--- src/design/btah_pkg.sv ---
// Shared constants, types and register indexes of the battery temperature aging histogram.
package btah_pkg;

   localparam int BUCKETS   = 5;
   localparam int BUCKET_W  = $clog2(BUCKETS);
   localparam int TIME_W    = 40;
   localparam int TEMP_W    = 12;
   localparam int LEVEL_W   = 7;
   localparam int CAP_W     = 32;
   localparam int DWELL_W   = 48;
   localparam int ACC_W     = 32;
   localparam int CSR_W     = 16;
   localparam int CSR_IDX_W = 3;
   localparam int GAP_W     = 16;

   typedef logic signed [TEMP_W-1:0] temp_type;

   typedef struct packed {
      logic [CAP_W-1:0]   capacity;
      logic [DWELL_W-1:0] dwell;
      logic [TIME_W-1:0]  touch;
   } entry_type;

   localparam int ENTRY_W = $bits(entry_type);

   typedef struct packed {
      temp_type hot;
      temp_type warm;
      temp_type mild;
      temp_type cold;
   } limits_type;

   // Register indexes of the configuration port.
   localparam logic [CSR_IDX_W-1:0] CSR_MAX_GAP   = 3'd0;
   localparam logic [CSR_IDX_W-1:0] CSR_THRESHOLD = 3'd1;
   localparam logic [CSR_IDX_W-1:0] CSR_BOOST     = 3'd2;
   localparam logic [CSR_IDX_W-1:0] CSR_HOT       = 3'd3;
   localparam logic [CSR_IDX_W-1:0] CSR_WARM      = 3'd4;
   localparam logic [CSR_IDX_W-1:0] CSR_MILD      = 3'd5;
   localparam logic [CSR_IDX_W-1:0] CSR_COLD      = 3'd6;

   // Register values after reset.
   localparam logic [GAP_W-1:0] MAX_GAP_RST   = 16'd7200;
   localparam logic [GAP_W-1:0] THRESHOLD_RST = 16'd1800;
   localparam logic [GAP_W-1:0] BOOST_RST     = 16'd1800;
   localparam temp_type         HOT_RST       = 12'sd550;
   localparam temp_type         WARM_RST      = 12'sd449;
   localparam temp_type         MILD_RST      = 12'sd100;
   localparam temp_type         COLD_RST      = -12'sd50;

   // Bucket codes, hottest first.
   localparam logic [BUCKET_W-1:0] BKT_HOT  = 3'd0;
   localparam logic [BUCKET_W-1:0] BKT_WARM = 3'd1;
   localparam logic [BUCKET_W-1:0] BKT_MILD = 3'd2;
   localparam logic [BUCKET_W-1:0] BKT_COOL = 3'd3;
   localparam logic [BUCKET_W-1:0] BKT_COLD = 3'd4;
   localparam logic [BUCKET_W-1:0] BKT_LAST = BUCKET_W'(BUCKETS - 1);

endpackage

--- src/design/btah_req_if.sv ---
// Sample channel carrying one battery sample per beat.
interface btah_req_if;
   import btah_pkg::*;

   logic                      valid;
   logic                      ready;
   logic [TIME_W-1:0]         now_seconds;
   logic signed [TEMP_W-1:0]  temperature_tenths;
   logic [LEVEL_W-1:0]        battery_level;
   logic                      ac_online;
   logic                      usb_online;
   logic                      wireless_online;
   logic                      dock_online;

   modport source (
      output valid, now_seconds, temperature_tenths, battery_level,
             ac_online, usb_online, wireless_online, dock_online,
      input  ready
   );

   modport sink (
      input  valid, now_seconds, temperature_tenths, battery_level,
             ac_online, usb_online, wireless_online, dock_online,
      output ready
   );
endinterface

--- src/design/btah_rsp_if.sv ---
// Record channel carrying one bucket record per beat.
interface btah_rsp_if;
   import btah_pkg::*;

   logic                 valid;
   logic                 ready;
   logic [BUCKET_W-1:0]  bucket_index;
   logic [CAP_W-1:0]     capacity_gained;
   logic [DWELL_W-1:0]   dwell_seconds;
   logic [TIME_W-1:0]    last_touch_time;
   logic [TIME_W-1:0]    flush_time;
   logic                 last;

   modport source (
      output valid, bucket_index, capacity_gained, dwell_seconds,
             last_touch_time, flush_time, last,
      input  ready
   );

   modport sink (
      input  valid, bucket_index, capacity_gained, dwell_seconds,
             last_touch_time, flush_time, last,
      output ready
   );
endinterface

--- src/design/btah_ram.sv ---
// Generic single-port-write, single-port-read RAM with registered read data.
module btah_ram #(
   parameter int WIDTH = 8,
   parameter int DEPTH = 4
) (
   input  logic                     clock,
   input  logic                     we,
   input  logic [$clog2(DEPTH)-1:0] waddr,
   input  logic [WIDTH-1:0]         wdata,
   input  logic [$clog2(DEPTH)-1:0] raddr,
   output logic [WIDTH-1:0]         rdata
);
   logic [WIDTH-1:0] mem [DEPTH];
   logic [WIDTH-1:0] rdata_ff;

   always_ff @(posedge clock) begin
      if (we) begin
         mem[waddr] <= wdata;
      end
      rdata_ff <= mem[raddr];
   end

   assign rdata = rdata_ff;
endmodule

--- src/design/btah_classify.sv ---
// Temperature to bucket classification against the four programmed limits.
module btah_classify (
   input  btah_pkg::temp_type            temperature,
   input  btah_pkg::limits_type          limits,
   output logic [btah_pkg::BUCKET_W-1:0] bucket
);
   import btah_pkg::*;

   // The limits are tested hottest first; the first that holds decides.
   always_comb begin
      priority if (temperature >= limits.hot) begin
         bucket = BKT_HOT;
      end else if (temperature > limits.warm) begin
         bucket = BKT_WARM;
      end else if (temperature >= limits.mild) begin
         bucket = BKT_MILD;
      end else if (temperature >= limits.cold) begin
         bucket = BKT_COOL;
      end else begin
         bucket = BKT_COLD;
      end
   end
endmodule

--- src/design/battery_temp_aging_histogram_core.sv ---
// Top level of the battery temperature aging histogram: sequencer, registers and bucket memory.
//
//   Channel   Direction  Payload per beat
//   req_chan  in         now_seconds, temperature_tenths, battery_level, four online flags
//   rsp_chan  out        bucket_index, capacity_gained, dwell_seconds, last_touch_time,
//                        flush_time, last
//   csr_*     in         csr_index, csr_wdata on csr_we (no read-back)
//
// A sample runs from its beat through the states that classify and read the bucket, write it
// back, add the boost and test the threshold, and then returns to idle, where the next beat
// is taken. A flush walks each bucket through three steps (read, load output register, hand
// over) and waits at the hand-over for as long as rsp_chan stalls.
// The single read and write port of the bucket memory sets this sequence.
// Reset is synchronous and active high; it clears the sequencer, the sample history,
// the accumulator and the per-bucket valid bits, so the memory needs no clearing pass.
// req_chan is ready only while no sample is in progress.
module battery_temp_aging_histogram_core (
   input  logic                            clock,
   input  logic                            reset,
   btah_req_if.sink                        req_chan,
   btah_rsp_if.source                      rsp_chan,
   input  logic                            csr_we,
   input  logic [btah_pkg::CSR_IDX_W-1:0]  csr_index,
   input  logic [btah_pkg::CSR_W-1:0]      csr_wdata
);
   import btah_pkg::*;

   // Sequencer codes.
   localparam logic [2:0] ST_IDLE  = 3'd0;
   localparam logic [2:0] ST_CALC  = 3'd1;
   localparam logic [2:0] ST_UPD   = 3'd2;
   localparam logic [2:0] ST_BOOST = 3'd3;
   localparam logic [2:0] ST_CHK   = 3'd4;
   localparam logic [2:0] ST_FRD   = 3'd5;
   localparam logic [2:0] ST_FLD   = 3'd6;
   localparam logic [2:0] ST_FOUT  = 3'd7;

   logic [2:0] state_ff, state_in;

   // Configuration registers.
   logic [GAP_W-1:0] max_gap_ff, threshold_ff, boost_ff;
   limits_type       limits_ff;

   // Captured sample.
   logic [TIME_W-1:0]  now_ff;
   temp_type           temp_ff;
   logic [LEVEL_W-1:0] level_ff;
   logic               chg_ff;

   // History of the previous sample.
   logic               have_prev_ff, have_prev_in;
   logic [TIME_W-1:0]  prev_time_ff, prev_time_in;
   temp_type           prev_temp_ff, prev_temp_in;
   logic [LEVEL_W-1:0] prev_level_ff, prev_level_in;
   logic               prev_chg_ff, prev_chg_in;

   logic [ACC_W-1:0]   acc_ff, acc_in;

   // Results of the classify cycle.
   logic               credit_ff, credit_in;
   logic               consider_ff, consider_in;
   logic [GAP_W-1:0]   elapsed_ff, elapsed_in;
   logic [BUCKET_W-1:0] bucket_ff, bucket_in;
   logic [LEVEL_W-1:0] gain_ff, gain_in;
   logic               was_chg_ff, was_chg_in;
   logic               toggle_ff, toggle_in;

   // Flush walk and output register.
   logic [BUCKET_W-1:0] idx_ff, idx_in;
   logic                rsp_valid_ff, rsp_valid_in;
   logic [BUCKET_W-1:0] rsp_bucket_ff, rsp_bucket_in;
   entry_type           rsp_entry_ff, rsp_entry_in;
   logic [TIME_W-1:0]   rsp_flush_ff, rsp_flush_in;
   logic                rsp_last_ff, rsp_last_in;

   // Bucket memory and its valid bits; an entry never written reads as zero.
   logic [BUCKETS-1:0]  valid_ff, valid_in;
   logic [BUCKET_W-1:0] rd_addr_ff, rd_addr;
   logic                ram_we;
   logic [BUCKET_W-1:0] ram_waddr;
   entry_type           ram_wdata;
   logic [ENTRY_W-1:0]  ram_rdata;
   entry_type           entry_rd;

   logic [BUCKET_W-1:0] prev_bucket;
   logic                req_beat;
   logic                rsp_beat;

   logic [TIME_W:0]     diff;
   logic                in_range;
   logic [DWELL_W:0]    dwell_sum;
   logic [CAP_W:0]      cap_sum;
   logic [ACC_W:0]      acc_sum_elapsed;
   logic [ACC_W:0]      acc_sum_boost;
   entry_type           upd_entry;

   btah_classify u_classify (
      .temperature (prev_temp_ff),
      .limits      (limits_ff),
      .bucket      (prev_bucket)
   );

   btah_ram #(
      .WIDTH (ENTRY_W),
      .DEPTH (BUCKETS)
   ) u_ram (
      .clock (clock),
      .we    (ram_we),
      .waddr (ram_waddr),
      .wdata (ram_wdata),
      .raddr (rd_addr),
      .rdata (ram_rdata)
   );

   assign req_beat = req_chan.valid && req_chan.ready;
   assign rsp_beat = rsp_chan.valid && rsp_chan.ready;

   assign req_chan.ready         = (state_ff == ST_IDLE);
   assign rsp_chan.valid         = rsp_valid_ff;
   assign rsp_chan.bucket_index  = rsp_bucket_ff;
   assign rsp_chan.capacity_gained = rsp_entry_ff.capacity;
   assign rsp_chan.dwell_seconds = rsp_entry_ff.dwell;
   assign rsp_chan.last_touch_time = rsp_entry_ff.touch;
   assign rsp_chan.flush_time    = rsp_flush_ff;
   assign rsp_chan.last          = rsp_last_ff;

   // The memory read issues in the classify cycle for the credited bucket and in the
   // read cycle of a flush for the walked bucket.
   assign rd_addr  = (state_ff == ST_CALC) ? prev_bucket : idx_ff;
   assign entry_rd = valid_ff[rd_addr_ff] ? entry_type'(ram_rdata) : '0;

   // Elapsed time with the borrow kept, so that a clock running backwards shows up.
   assign diff     = {1'b0, now_ff} - {1'b0, prev_time_ff};
   assign in_range = (diff[TIME_W-1:GAP_W] == '0) && (diff[GAP_W-1:0] <= max_gap_ff);

   // Saturating sums of the update cycle.
   assign dwell_sum = {1'b0, entry_rd.dwell} + (DWELL_W + 1)'(elapsed_ff);
   assign cap_sum   = {1'b0, entry_rd.capacity} + (CAP_W + 1)'(gain_ff);
   assign acc_sum_elapsed = {1'b0, acc_ff} + (ACC_W + 1)'(elapsed_ff);
   assign acc_sum_boost   = {1'b0, acc_ff} + (ACC_W + 1)'(boost_ff);

   always_comb begin
      upd_entry = entry_rd;
      if (!was_chg_ff) begin
         upd_entry.dwell = dwell_sum[DWELL_W] ? '1 : dwell_sum[DWELL_W-1:0];
      end else begin
         upd_entry.capacity = cap_sum[CAP_W] ? '1 : cap_sum[CAP_W-1:0];
      end
      upd_entry.touch = now_ff;
   end

   // Memory write: the credited bucket after its update, or a flushed bucket with its
   // capacity and dwell cleared and its last-touch time kept.
   always_comb begin
      ram_we    = 1'b0;
      ram_waddr = bucket_ff;
      ram_wdata = upd_entry;
      if (state_ff == ST_UPD && credit_ff) begin
         ram_we = 1'b1;
      end else if (state_ff == ST_FLD) begin
         ram_we          = 1'b1;
         ram_waddr       = idx_ff;
         ram_wdata       = '0;
         ram_wdata.touch = entry_rd.touch;
      end
   end

   always_comb begin
      valid_in = valid_ff;
      if (ram_we) begin
         valid_in[ram_waddr] = 1'b1;
      end
   end

   always_comb begin
      state_in      = state_ff;
      have_prev_in  = have_prev_ff;
      prev_time_in  = prev_time_ff;
      prev_temp_in  = prev_temp_ff;
      prev_level_in = prev_level_ff;
      prev_chg_in   = prev_chg_ff;
      acc_in        = acc_ff;
      credit_in     = credit_ff;
      consider_in   = consider_ff;
      elapsed_in    = elapsed_ff;
      bucket_in     = bucket_ff;
      gain_in       = gain_ff;
      was_chg_in    = was_chg_ff;
      toggle_in     = toggle_ff;
      idx_in        = idx_ff;
      rsp_valid_in  = rsp_valid_ff;
      rsp_bucket_in = rsp_bucket_ff;
      rsp_entry_in  = rsp_entry_ff;
      rsp_flush_in  = rsp_flush_ff;
      rsp_last_in   = rsp_last_ff;

      unique case (state_ff)
         ST_IDLE: begin
            if (req_beat) begin
               state_in = ST_CALC;
            end
         end
         ST_CALC: begin
            // Credit only within an ordered, short enough gap; the first sample has
            // nothing to credit but may still flush.
            credit_in   = have_prev_ff && !diff[TIME_W] && in_range;
            consider_in = !have_prev_ff || (!diff[TIME_W] && in_range);
            elapsed_in  = diff[GAP_W-1:0];
            bucket_in   = prev_bucket;
            gain_in     = (level_ff > prev_level_ff) ? level_ff - prev_level_ff : '0;
            was_chg_in  = prev_chg_ff;
            toggle_in   = chg_ff ^ prev_chg_ff;
            // The history always takes the new sample, also on a skipped gap.
            have_prev_in  = 1'b1;
            prev_time_in  = now_ff;
            prev_temp_in  = temp_ff;
            prev_level_in = level_ff;
            prev_chg_in   = chg_ff;
            state_in      = ST_UPD;
         end
         ST_UPD: begin
            if (credit_ff) begin
               acc_in = acc_sum_elapsed[ACC_W] ? '1 : acc_sum_elapsed[ACC_W-1:0];
            end
            state_in = ST_BOOST;
         end
         ST_BOOST: begin
            if (credit_ff && toggle_ff) begin
               acc_in = acc_sum_boost[ACC_W] ? '1 : acc_sum_boost[ACC_W-1:0];
            end
            state_in = ST_CHK;
         end
         ST_CHK: begin
            if (consider_ff && (acc_ff >= ACC_W'(threshold_ff))) begin
               idx_in   = '0;
               state_in = ST_FRD;
            end else begin
               state_in = ST_IDLE;
            end
         end
         ST_FRD: begin
            state_in = ST_FLD;
         end
         ST_FLD: begin
            rsp_valid_in  = 1'b1;
            rsp_bucket_in = idx_ff;
            rsp_entry_in  = entry_rd;
            rsp_flush_in  = now_ff;
            rsp_last_in   = (idx_ff == BKT_LAST);
            state_in      = ST_FOUT;
         end
         ST_FOUT: begin
            if (rsp_beat) begin
               rsp_valid_in = 1'b0;
               if (rsp_last_ff) begin
                  acc_in   = '0;
                  state_in = ST_IDLE;
               end else begin
                  idx_in   = idx_ff + 1'b1;
                  state_in = ST_FRD;
               end
            end
         end
         default: begin
            state_in = ST_IDLE;
         end
      endcase
   end

   always_ff @(posedge clock) begin
      if (reset) begin
         state_ff      <= ST_IDLE;
         have_prev_ff  <= 1'b0;
         prev_time_ff  <= '0;
         prev_temp_ff  <= '0;
         prev_level_ff <= '0;
         prev_chg_ff   <= 1'b0;
         acc_ff        <= '0;
         valid_ff      <= '0;
         rsp_valid_ff  <= 1'b0;
         idx_ff        <= '0;
      end else begin
         state_ff      <= state_in;
         have_prev_ff  <= have_prev_in;
         prev_time_ff  <= prev_time_in;
         prev_temp_ff  <= prev_temp_in;
         prev_level_ff <= prev_level_in;
         prev_chg_ff   <= prev_chg_in;
         acc_ff        <= acc_in;
         valid_ff      <= valid_in;
         rsp_valid_ff  <= rsp_valid_in;
         idx_ff        <= idx_in;
      end
   end

   // Configuration registers: the user writes them only while the block is idle; not enforced.
   always_ff @(posedge clock) begin
      if (reset) begin
         max_gap_ff     <= MAX_GAP_RST;
         threshold_ff   <= THRESHOLD_RST;
         boost_ff       <= BOOST_RST;
         limits_ff.hot  <= HOT_RST;
         limits_ff.warm <= WARM_RST;
         limits_ff.mild <= MILD_RST;
         limits_ff.cold <= COLD_RST;
      end else if (csr_we) begin
         unique case (csr_index)
            CSR_MAX_GAP:   max_gap_ff     <= csr_wdata;
            CSR_THRESHOLD: threshold_ff   <= csr_wdata;
            CSR_BOOST:     boost_ff       <= csr_wdata;
            CSR_HOT:       limits_ff.hot  <= csr_wdata[TEMP_W-1:0];
            CSR_WARM:      limits_ff.warm <= csr_wdata[TEMP_W-1:0];
            CSR_MILD:      limits_ff.mild <= csr_wdata[TEMP_W-1:0];
            CSR_COLD:      limits_ff.cold <= csr_wdata[TEMP_W-1:0];
            default: begin
            end
         endcase
      end
   end

   // Payload registers carry no reset.
   always_ff @(posedge clock) begin
      if (req_beat) begin
         now_ff   <= req_chan.now_seconds;
         temp_ff  <= req_chan.temperature_tenths;
         level_ff <= req_chan.battery_level;
         chg_ff   <= req_chan.ac_online | req_chan.usb_online
                   | req_chan.wireless_online | req_chan.dock_online;
      end
      rd_addr_ff    <= rd_addr;
      credit_ff     <= credit_in;
      consider_ff   <= consider_in;
      elapsed_ff    <= elapsed_in;
      bucket_ff     <= bucket_in;
      gain_ff       <= gain_in;
      was_chg_ff    <= was_chg_in;
      toggle_ff     <= toggle_in;
      rsp_bucket_ff <= rsp_bucket_in;
      rsp_entry_ff  <= rsp_entry_in;
      rsp_flush_ff  <= rsp_flush_in;
      rsp_last_ff   <= rsp_last_in;
   end
endmodule

--- src/flat_wrapper.sv ---
// flat-port wrapper written by rule: the top's interface ports become plain ports
module battery_temp_aging_histogram_core_flat import btah_pkg::*;
  (clock, reset, csr_we, csr_index, csr_wdata, req_chan_valid, req_chan_now_seconds, req_chan_temperature_tenths, req_chan_battery_level, req_chan_ac_online, req_chan_usb_online, req_chan_wireless_online, req_chan_dock_online, req_chan_ready, rsp_chan_valid, rsp_chan_bucket_index, rsp_chan_capacity_gained, rsp_chan_dwell_seconds, rsp_chan_last_touch_time, rsp_chan_flush_time, rsp_chan_last, rsp_chan_ready);
  btah_req_if req_chan_i ();
  btah_rsp_if rsp_chan_i ();
  input  logic clock;
  input  logic reset;
  input  logic csr_we;
  input  logic [btah_pkg::CSR_IDX_W-1:0] csr_index;
  input  logic [btah_pkg::CSR_W-1:0] csr_wdata;
  input wire logic [$bits(req_chan_i.valid)-1:0] req_chan_valid;
  input wire logic [$bits(req_chan_i.now_seconds)-1:0] req_chan_now_seconds;
  input wire logic [$bits(req_chan_i.temperature_tenths)-1:0] req_chan_temperature_tenths;
  input wire logic [$bits(req_chan_i.battery_level)-1:0] req_chan_battery_level;
  input wire logic [$bits(req_chan_i.ac_online)-1:0] req_chan_ac_online;
  input wire logic [$bits(req_chan_i.usb_online)-1:0] req_chan_usb_online;
  input wire logic [$bits(req_chan_i.wireless_online)-1:0] req_chan_wireless_online;
  input wire logic [$bits(req_chan_i.dock_online)-1:0] req_chan_dock_online;
  output wire logic [$bits(req_chan_i.ready)-1:0] req_chan_ready;
  output wire logic [$bits(rsp_chan_i.valid)-1:0] rsp_chan_valid;
  output wire logic [$bits(rsp_chan_i.bucket_index)-1:0] rsp_chan_bucket_index;
  output wire logic [$bits(rsp_chan_i.capacity_gained)-1:0] rsp_chan_capacity_gained;
  output wire logic [$bits(rsp_chan_i.dwell_seconds)-1:0] rsp_chan_dwell_seconds;
  output wire logic [$bits(rsp_chan_i.last_touch_time)-1:0] rsp_chan_last_touch_time;
  output wire logic [$bits(rsp_chan_i.flush_time)-1:0] rsp_chan_flush_time;
  output wire logic [$bits(rsp_chan_i.last)-1:0] rsp_chan_last;
  input wire logic [$bits(rsp_chan_i.ready)-1:0] rsp_chan_ready;
  assign req_chan_i.valid = req_chan_valid;
  assign req_chan_i.now_seconds = req_chan_now_seconds;
  assign req_chan_i.temperature_tenths = req_chan_temperature_tenths;
  assign req_chan_i.battery_level = req_chan_battery_level;
  assign req_chan_i.ac_online = req_chan_ac_online;
  assign req_chan_i.usb_online = req_chan_usb_online;
  assign req_chan_i.wireless_online = req_chan_wireless_online;
  assign req_chan_i.dock_online = req_chan_dock_online;
  assign req_chan_ready = req_chan_i.ready;
  assign rsp_chan_valid = rsp_chan_i.valid;
  assign rsp_chan_bucket_index = rsp_chan_i.bucket_index;
  assign rsp_chan_capacity_gained = rsp_chan_i.capacity_gained;
  assign rsp_chan_dwell_seconds = rsp_chan_i.dwell_seconds;
  assign rsp_chan_last_touch_time = rsp_chan_i.last_touch_time;
  assign rsp_chan_flush_time = rsp_chan_i.flush_time;
  assign rsp_chan_last = rsp_chan_i.last;
  assign rsp_chan_i.ready = rsp_chan_ready;
  battery_temp_aging_histogram_core u_core (.clock(clock), .reset(reset), .req_chan(req_chan_i), .rsp_chan(rsp_chan_i), .csr_we(csr_we), .csr_index(csr_index), .csr_wdata(csr_wdata));
endmodule
--- config.mk ---
export PLATFORM = sky130hd
export DESIGN_NAME = battery_temp_aging_histogram_core_flat
export DESIGN_NICKNAME = d
export VERILOG_FILES = /design/src/design/btah_pkg.sv /design/src/design/btah_req_if.sv /design/src/design/btah_rsp_if.sv /design/src/design/btah_ram.sv /design/src/design/btah_classify.sv /design/src/design/battery_temp_aging_histogram_core.sv /design/src/flat_wrapper.sv
export SDC_FILE = /design/constraint.sdc
export NUM_CORES = 2
export LEC_CHECK = 0
export ABC_AREA = 1
export ABC_CLOCK_PERIOD_IN_PS = 6700
export BUFFER_PORTS_ARGS = -buffer_cell sky130_fd_sc_hd__buf_2
export CAP_MARGIN = 25
export CORE_MARGIN = 10
export CORE_UTILIZATION = 30
export DETAILED_ROUTE_END_ITERATION = 8
export GPL_TIMING_DRIVEN = 0
export PLACE_DENSITY = 0.51
export SLEW_MARGIN = 10
export SYNTH_ARGS = -nofsm -noshare
export SYNTH_HDL_FRONTEND = slang
export SYNTH_SLANG_ARGS = --single-unit
export TNS_END_PERCENT = 1
--- constraint.sdc ---
create_clock -name clock -period 6.7 [get_ports clock]
set_clock_uncertainty 0.05 [all_clocks]
set_input_delay 2.01 -clock clock [delete_from_list [all_inputs] [get_ports clock]]
set_output_delay 2.01 -clock clock [all_outputs]
set_load 0.005 [all_outputs]
### After elaboration in Yosys (flattened, before gate mapping)

Memories as Yosys holds them, arrays and structs flattened. A register that Yosys moved wholly into a read port is not among the register bits.
Index checks and enable logic that the tools add are counted.

| word-level totals | value |
|---|---|
| memory bits (writable) | 600 |
| bits in registers | 458 |
| logic and storage cells | 149 |
| output and inout port bits | 166 |
| input port bits | 87 |
| memories kept | 1 |

| operators by class | value |
|---|---|
| eq/ne operators | 21 |
| muxes and demuxes | 40 |
| reductions and logical operators | 30 |
| add/subtract/negate cells | 7 |
| order comparisons | 10 |
| bitwise gates (word level) | 5 |

Memories:

| memory | depth | bits a word | read ports | clocked after Yosys merged registers in | wr ports | RTL line | text |
|---|---|---|---|---|---|---|---|
| u_core.u_ram.mem | 5 | 120 | 1 | 1 | 1 | btah_ram.sv:13 | `logic [WIDTH-1:0] mem [DEPTH];` |

Operators by type and width:

| operator | number |
|---|---|
| $mux W120 | 3 |
| $mux W32 | 8 |
| $mux W48 | 2 |
| $pmux W32 S3 | 1 |
| $add A32 B16 Y33 | 2 |
| $add A48 B16 Y49 | 1 |
| $mux W3 | 14 |
| $sub A40 B40 Y41 | 1 |
| $ge A12 B12 Y1 | 3 |
| $add A32 B7 Y33 | 1 |
| $ge A32 B16 Y1 | 1 |
| $eq A3 B3 Y1 const B | 8 |
| $logic_not A24 Y1 | 1 |
| $pmux W3 S8 | 1 |
| $reduce_and A2 Y1 | 9 |
| $le A16 B16 Y1 | 1 |
| $eq A3 B2 Y1 const B | 4 |
| $gt A12 B12 Y1 | 1 |
| $logic_and A1 B1 Y1 | 10 |
| $ne A2 B1 Y1 const B | 5 |
| $lt A3 B4 Y1 const B | 2 |
| $gt A7 B7 Y1 | 1 |
| $mux W1 | 7 |
| $sub A7 B7 Y7 | 1 |
| other kinds (18) | 25 |

### Depth between registers and ports, before layout

| depth | value |
|---|---|
| depth in word-level cells | 8 |
| mapped depth | 26 |
| depth with buffers taken out | 25 |

### Cells and area by module

A second synthesis with hierarchy kept.

| unflattened totals | value |
|---|---|
| cells, all modules | 6451 |
| area, all modules | 56768.2 µm² |

By module, submodules not included:

| module | area an instance (µm²) | cells each | times used |
|---|---|---|---|
| btah_ram | 27684.1 | 2519 | 1 |
| battery_temp_aging_histogram_core | 27661.5 | 3705 | 1 |
| btah_classify | 1422.6 | 227 | 1 |

### Worst setup path before layout

OpenSTA, ideal clock, no wires.

| path | value |
|---|---|
| kind | reg2reg |
| start | register u_core.state_ff[1] |
| end | memory u_core.u_ram.mem[0][0] in the netlist's numbering (enable) |
| library setup time | 605 ps |
| cell stages (with the launch flop) | 11 |
| buffers on the path | 0 |
| path slack | -483 ps |
| data arrival time | 6529 ps |
| period minus slack after synthesis | 7183 ps |
| path through | dfxtp_1 inv_2 nor2_1 inv_2 nor2_1 inv_2 o21ai_0 inv_1 nor2_1 inv_1 nor2_1 |

| between the ends | value |
|---|---|
| longest elaborated chain between the ends | 5 |
| elaborated cells between the ends (all ways) | 9 |

RTL lines:

| what | RTL line | text |
|---|---|---|
| from (decl) | battery_temp_aging_histogram_core.sv:38 | `logic [2:0] state_ff, state_in;` |
| from (signal assigned) | battery_temp_aging_histogram_core.sv:283 | `state_ff <= state_in;` |
| $eq A3 B3 Y1 or $eq A3 B2 Y1 (tied branches) | battery_temp_aging_histogram_core.sv:160, battery_temp_aging_histogram_core.sv:158 |  |
| $mux W1 or $logic_and A1 B1 Y1 (tied branches) | battery_temp_aging_histogram_core.sv:160, battery_temp_aging_histogram_core.sv:158 |  |
| $mux W1 | battery_temp_aging_histogram_core.sv:158 | `if (state_ff == ST_UPD && credit_ff) begin` |
| $mux W1 | btah_ram.sv:17 | `if (we) begin` |
| $mux W1 (not written as such) | btah_ram.sv:18 | `mem[waddr] <= wdata;` |
| to (decl) | btah_ram.sv:13 |  |

Several ways; a longest one is shown, not always the timed one.

==> run metrics <==
grt total ovfl 0; mux contribution to synthesized area 0.01769%; WP data arrival 5.66 ns; Die Ht 454.3 µm; worst ir drop on vdd 231.3 µV; XOR/XNOR share of the synthesized area 1.254%; Post-DP HPWL 136.3 mm; min Tclk post-route 5.189 ns; WL met2 87.99 mm; max-slew violations 0; vias in the first global route 43.37k; post-synthesis compound-gate area fraction 6.711%; GRT Total Usage 17.65%; Adder-Cell Fraction of Synth Area 4.281%; static leakage 0.02928 µW; First-pass DRT Iterations 6; status finished clean; power per cell area 320.5 nW/µm²; total of max-cap violations 0; Area growth syn-to-layout 17.35%; Worst setup SP type flop; leading cell type in the layout, fill and taps excluded nand2_1; Clock Tree Root clkbuf_16; Top Metal Used met5; vias per cell 4.687; routed length on met3 9.369 mm; Slew @ Worst Pin 1.068 ns; initial DRC count 3,382; number of synthesized flops with an enable pin 854; Fin. Hold Viols 0; first-pass GRT wire length 276.7 mm; IO Pins 253; final wirelength 186.6 mm; net count reported at finish 7,053; CTS tree done; # hold bufs at CTS 0; Site Rows 159; initial antenna violation count 13; largest family of logic cells by synthesized area simple AND/OR/NAND/NOR gates; Post-Syn Nets 6,626; Post-Synth Simple-Gate Area 21.68%; Min-Delay Path Class reg -> reg; die area 206,400 µm²; Crit Path Class reg -> reg; Worst setup EP type flop; DR WL/cell 19.89 µm; DIE WIDTH 454.3 µm; Sink Count 1,178; most frequent cells in the layout 1,533 x nand2_1, 1,082 x inv_1, 854 x edfxtp_1, 710 x nand3_1, 417 x nor2_1; asr flop ratio synth 0%; Synth Cell Area 56,580 µm²; post_cts resized 0; Initial Utilization 30.16%; DRC violations left 0; RSZ-0062 raised after global routing no; DP Area 61,740 µm²; yosys warns 0; fraction of layout cells with a size suffix above 1 9.990%; Crit Path Max Fanout 10; Longest Clk Path Bufs 3; Relative slew margins 28.78%; sequential share of the synthesized area 56.78%; Max H-tree Level 4; register bit total from synthesis 1,178; Worst Path Required 7.17 ns; # setup viols final 0; final period utilization 77.45%; fin area 66,400 µm²; pin count of the biggest net entering global routing 87; TNS Setup 0 ns; GP Congestion 0.9196; Syn Area/Cell 8.912 µm²; # port buffers 251; Routed met1 length 82.16 mm; Synth Flop Type edfxtp_1; core area 187,600 µm²; Routed Antenna Nets 0; post-CTS setup buffer count 0; Post-Syn Instances 6,349; Synth cell types 59; Worst-Skew Late Latency 0.82 ns; clock slew at reported path FFs 0.07 ns; Achievable Freq 192.7 MHz; DR vias 43.99k; CTS buffer count 138
-- layer usage --
metal / global-route usage [%] / up-vias
met3: 2.759 / 283
met2: 29.77 / 1170
li1: - / 21600
met1: 22.76 / 20930
met4: 6.589 / 12
met5: 0 / -
-- kinds of logic (layout without fill, tap and decap cells) --
logic type,after synthesis,count (layout)
AOI/OAI and AO/OA,699,699
xor gates and xnor gates,81,81
adders and majority gates,190,190
buffers and inverters,1337,1875
DFF,1178,1178
muxes,1,1
other,0,3
and+or+nand+nor,2863,2863
-- where the power goes --
part           internal [µW]  switching [µW]
Sequential              8560             382
Combinational           1370            3270
Clock                   4460            3250
Total                  14400            6900
-- synth_stat cells, types with 8 or more instances --
cell	number	area (µm²)
nor2_2	16	100.1
edfxtp_1	854	25640
nand3_2	9	90.09
a21oi_1	304	1521
nand4_1	59	369.1
dfxtp_1	324	6486
nor2_4	9	101.4
a31oi_1	16	100.1
o31ai_1	8	60.06
nor3_1	39	195.2
a21o_1	12	90.09
xnor2_1	24	210.2
nand3b_1	12	90.09
or2_2	8	50.05
ha_1	184	2302
o21ai_0	265	1326
xor2_1	57	499.2
buf_1	14	52.55
nor2_1	423	1588
a21oi_2	8	70.07
buf_4	15	112.6
clkbuf_1	115	431.7
inv_1	1083	4065
nor4_1	8	50.05
buf_2	82	410.4
inv_2	13	48.80
o21bai_1	12	90.09
o211ai_1	50	375.4
nand2_1	1533	5754
nand3_1	710	3553
-- state kept, by name, summed over array words and instances (netlist names), 32 cells and up --
signal                           flops
u_core.prev_time_ff                 40
u_core.rsp_chan.flush_time          40
u_core.limits_ff                    48
u_core.now_ff                       40
u_core.rsp_chan.capacity_gained     32
u_core.u_ram.rdata                 120
u_core.acc_ff                       32
u_core.rsp_chan.dwell_seconds       48
u_core.rsp_chan.last_touch_time     40
u_core.u_ram.mem                   600
-- worst max-delay path, stage by stage (launching register included) --
cell,delay (ns)
dfxtp_1,0.37
inv_2,0.06
nor2_1,0.08
o21ai_1,0.07
nand2_1,0.09
nand2_4,0.12
inv_4,0.11
buf_6,0.21
clkbuf_2,0.58
buf_1,0.51
nor2_1,0.20
ha_1,0.40
nand2_1,0.07
nand2_1,0.10
nand3_1,0.08
nand3_1,0.13
nand2_1,0.09
a21oi_2,0.36
nand2_1,0.30
inv_1,0.15
nand3_1,0.10
nor2_1,0.15
xor2_1,0.09
a21oi_1,0.42
-- cell type report --
cell class	instances	area, µm²
tap	2495	3122
timing repair buffer	287	1978
antenna	3	7.507
sequential	1178	32130
fill	19270	121200
multi-input combinational	3834	19250
inverter	1101	4143
buffer	236	1117
clock inverter	58	858.3
clock buffer	193	3800
-- path summary, 6_finish.rpt --
kind         slack [ns]                                  to                               from  cells after the start
max                1.51  u_core.u_ram.mem[3][106]$_DFFE_PP_       u_core.rd_addr_ff[0]$_DFF_P_                     23
min                0.38      u_core.u_ram.rdata[65]$_DFF_P_  u_core.u_ram.mem[4][65]$_DFFE_PP_                      2
max reg2reg        1.51  u_core.u_ram.mem[3][106]$_DFFE_PP_       u_core.rd_addr_ff[0]$_DFF_P_                     23
min reg2reg        0.38      u_core.u_ram.rdata[65]$_DFF_P_  u_core.u_ram.mem[4][65]$_DFFE_PP_                      2
-- metrics by stage --
step           hold WS [ns]  instances  setup WS [ns]  total power (µW)  utilization [%]
6_report             0.3782       9385          1.511             21280            35.40
5_1_grt              0.4044       9383          1.213             22370            35.39
4_1_cts              0.3759       9382          1.488             21490            35.39
3_5_place_dp         0.3748       9131          1.531             13720            32.91
3_3_place_gp         0.3741       9095         -7.201             13680            32.50
2_1_floorplan        0.3690       6349        -0.4755             11950                -
Power figures use the tool's default switching activity.
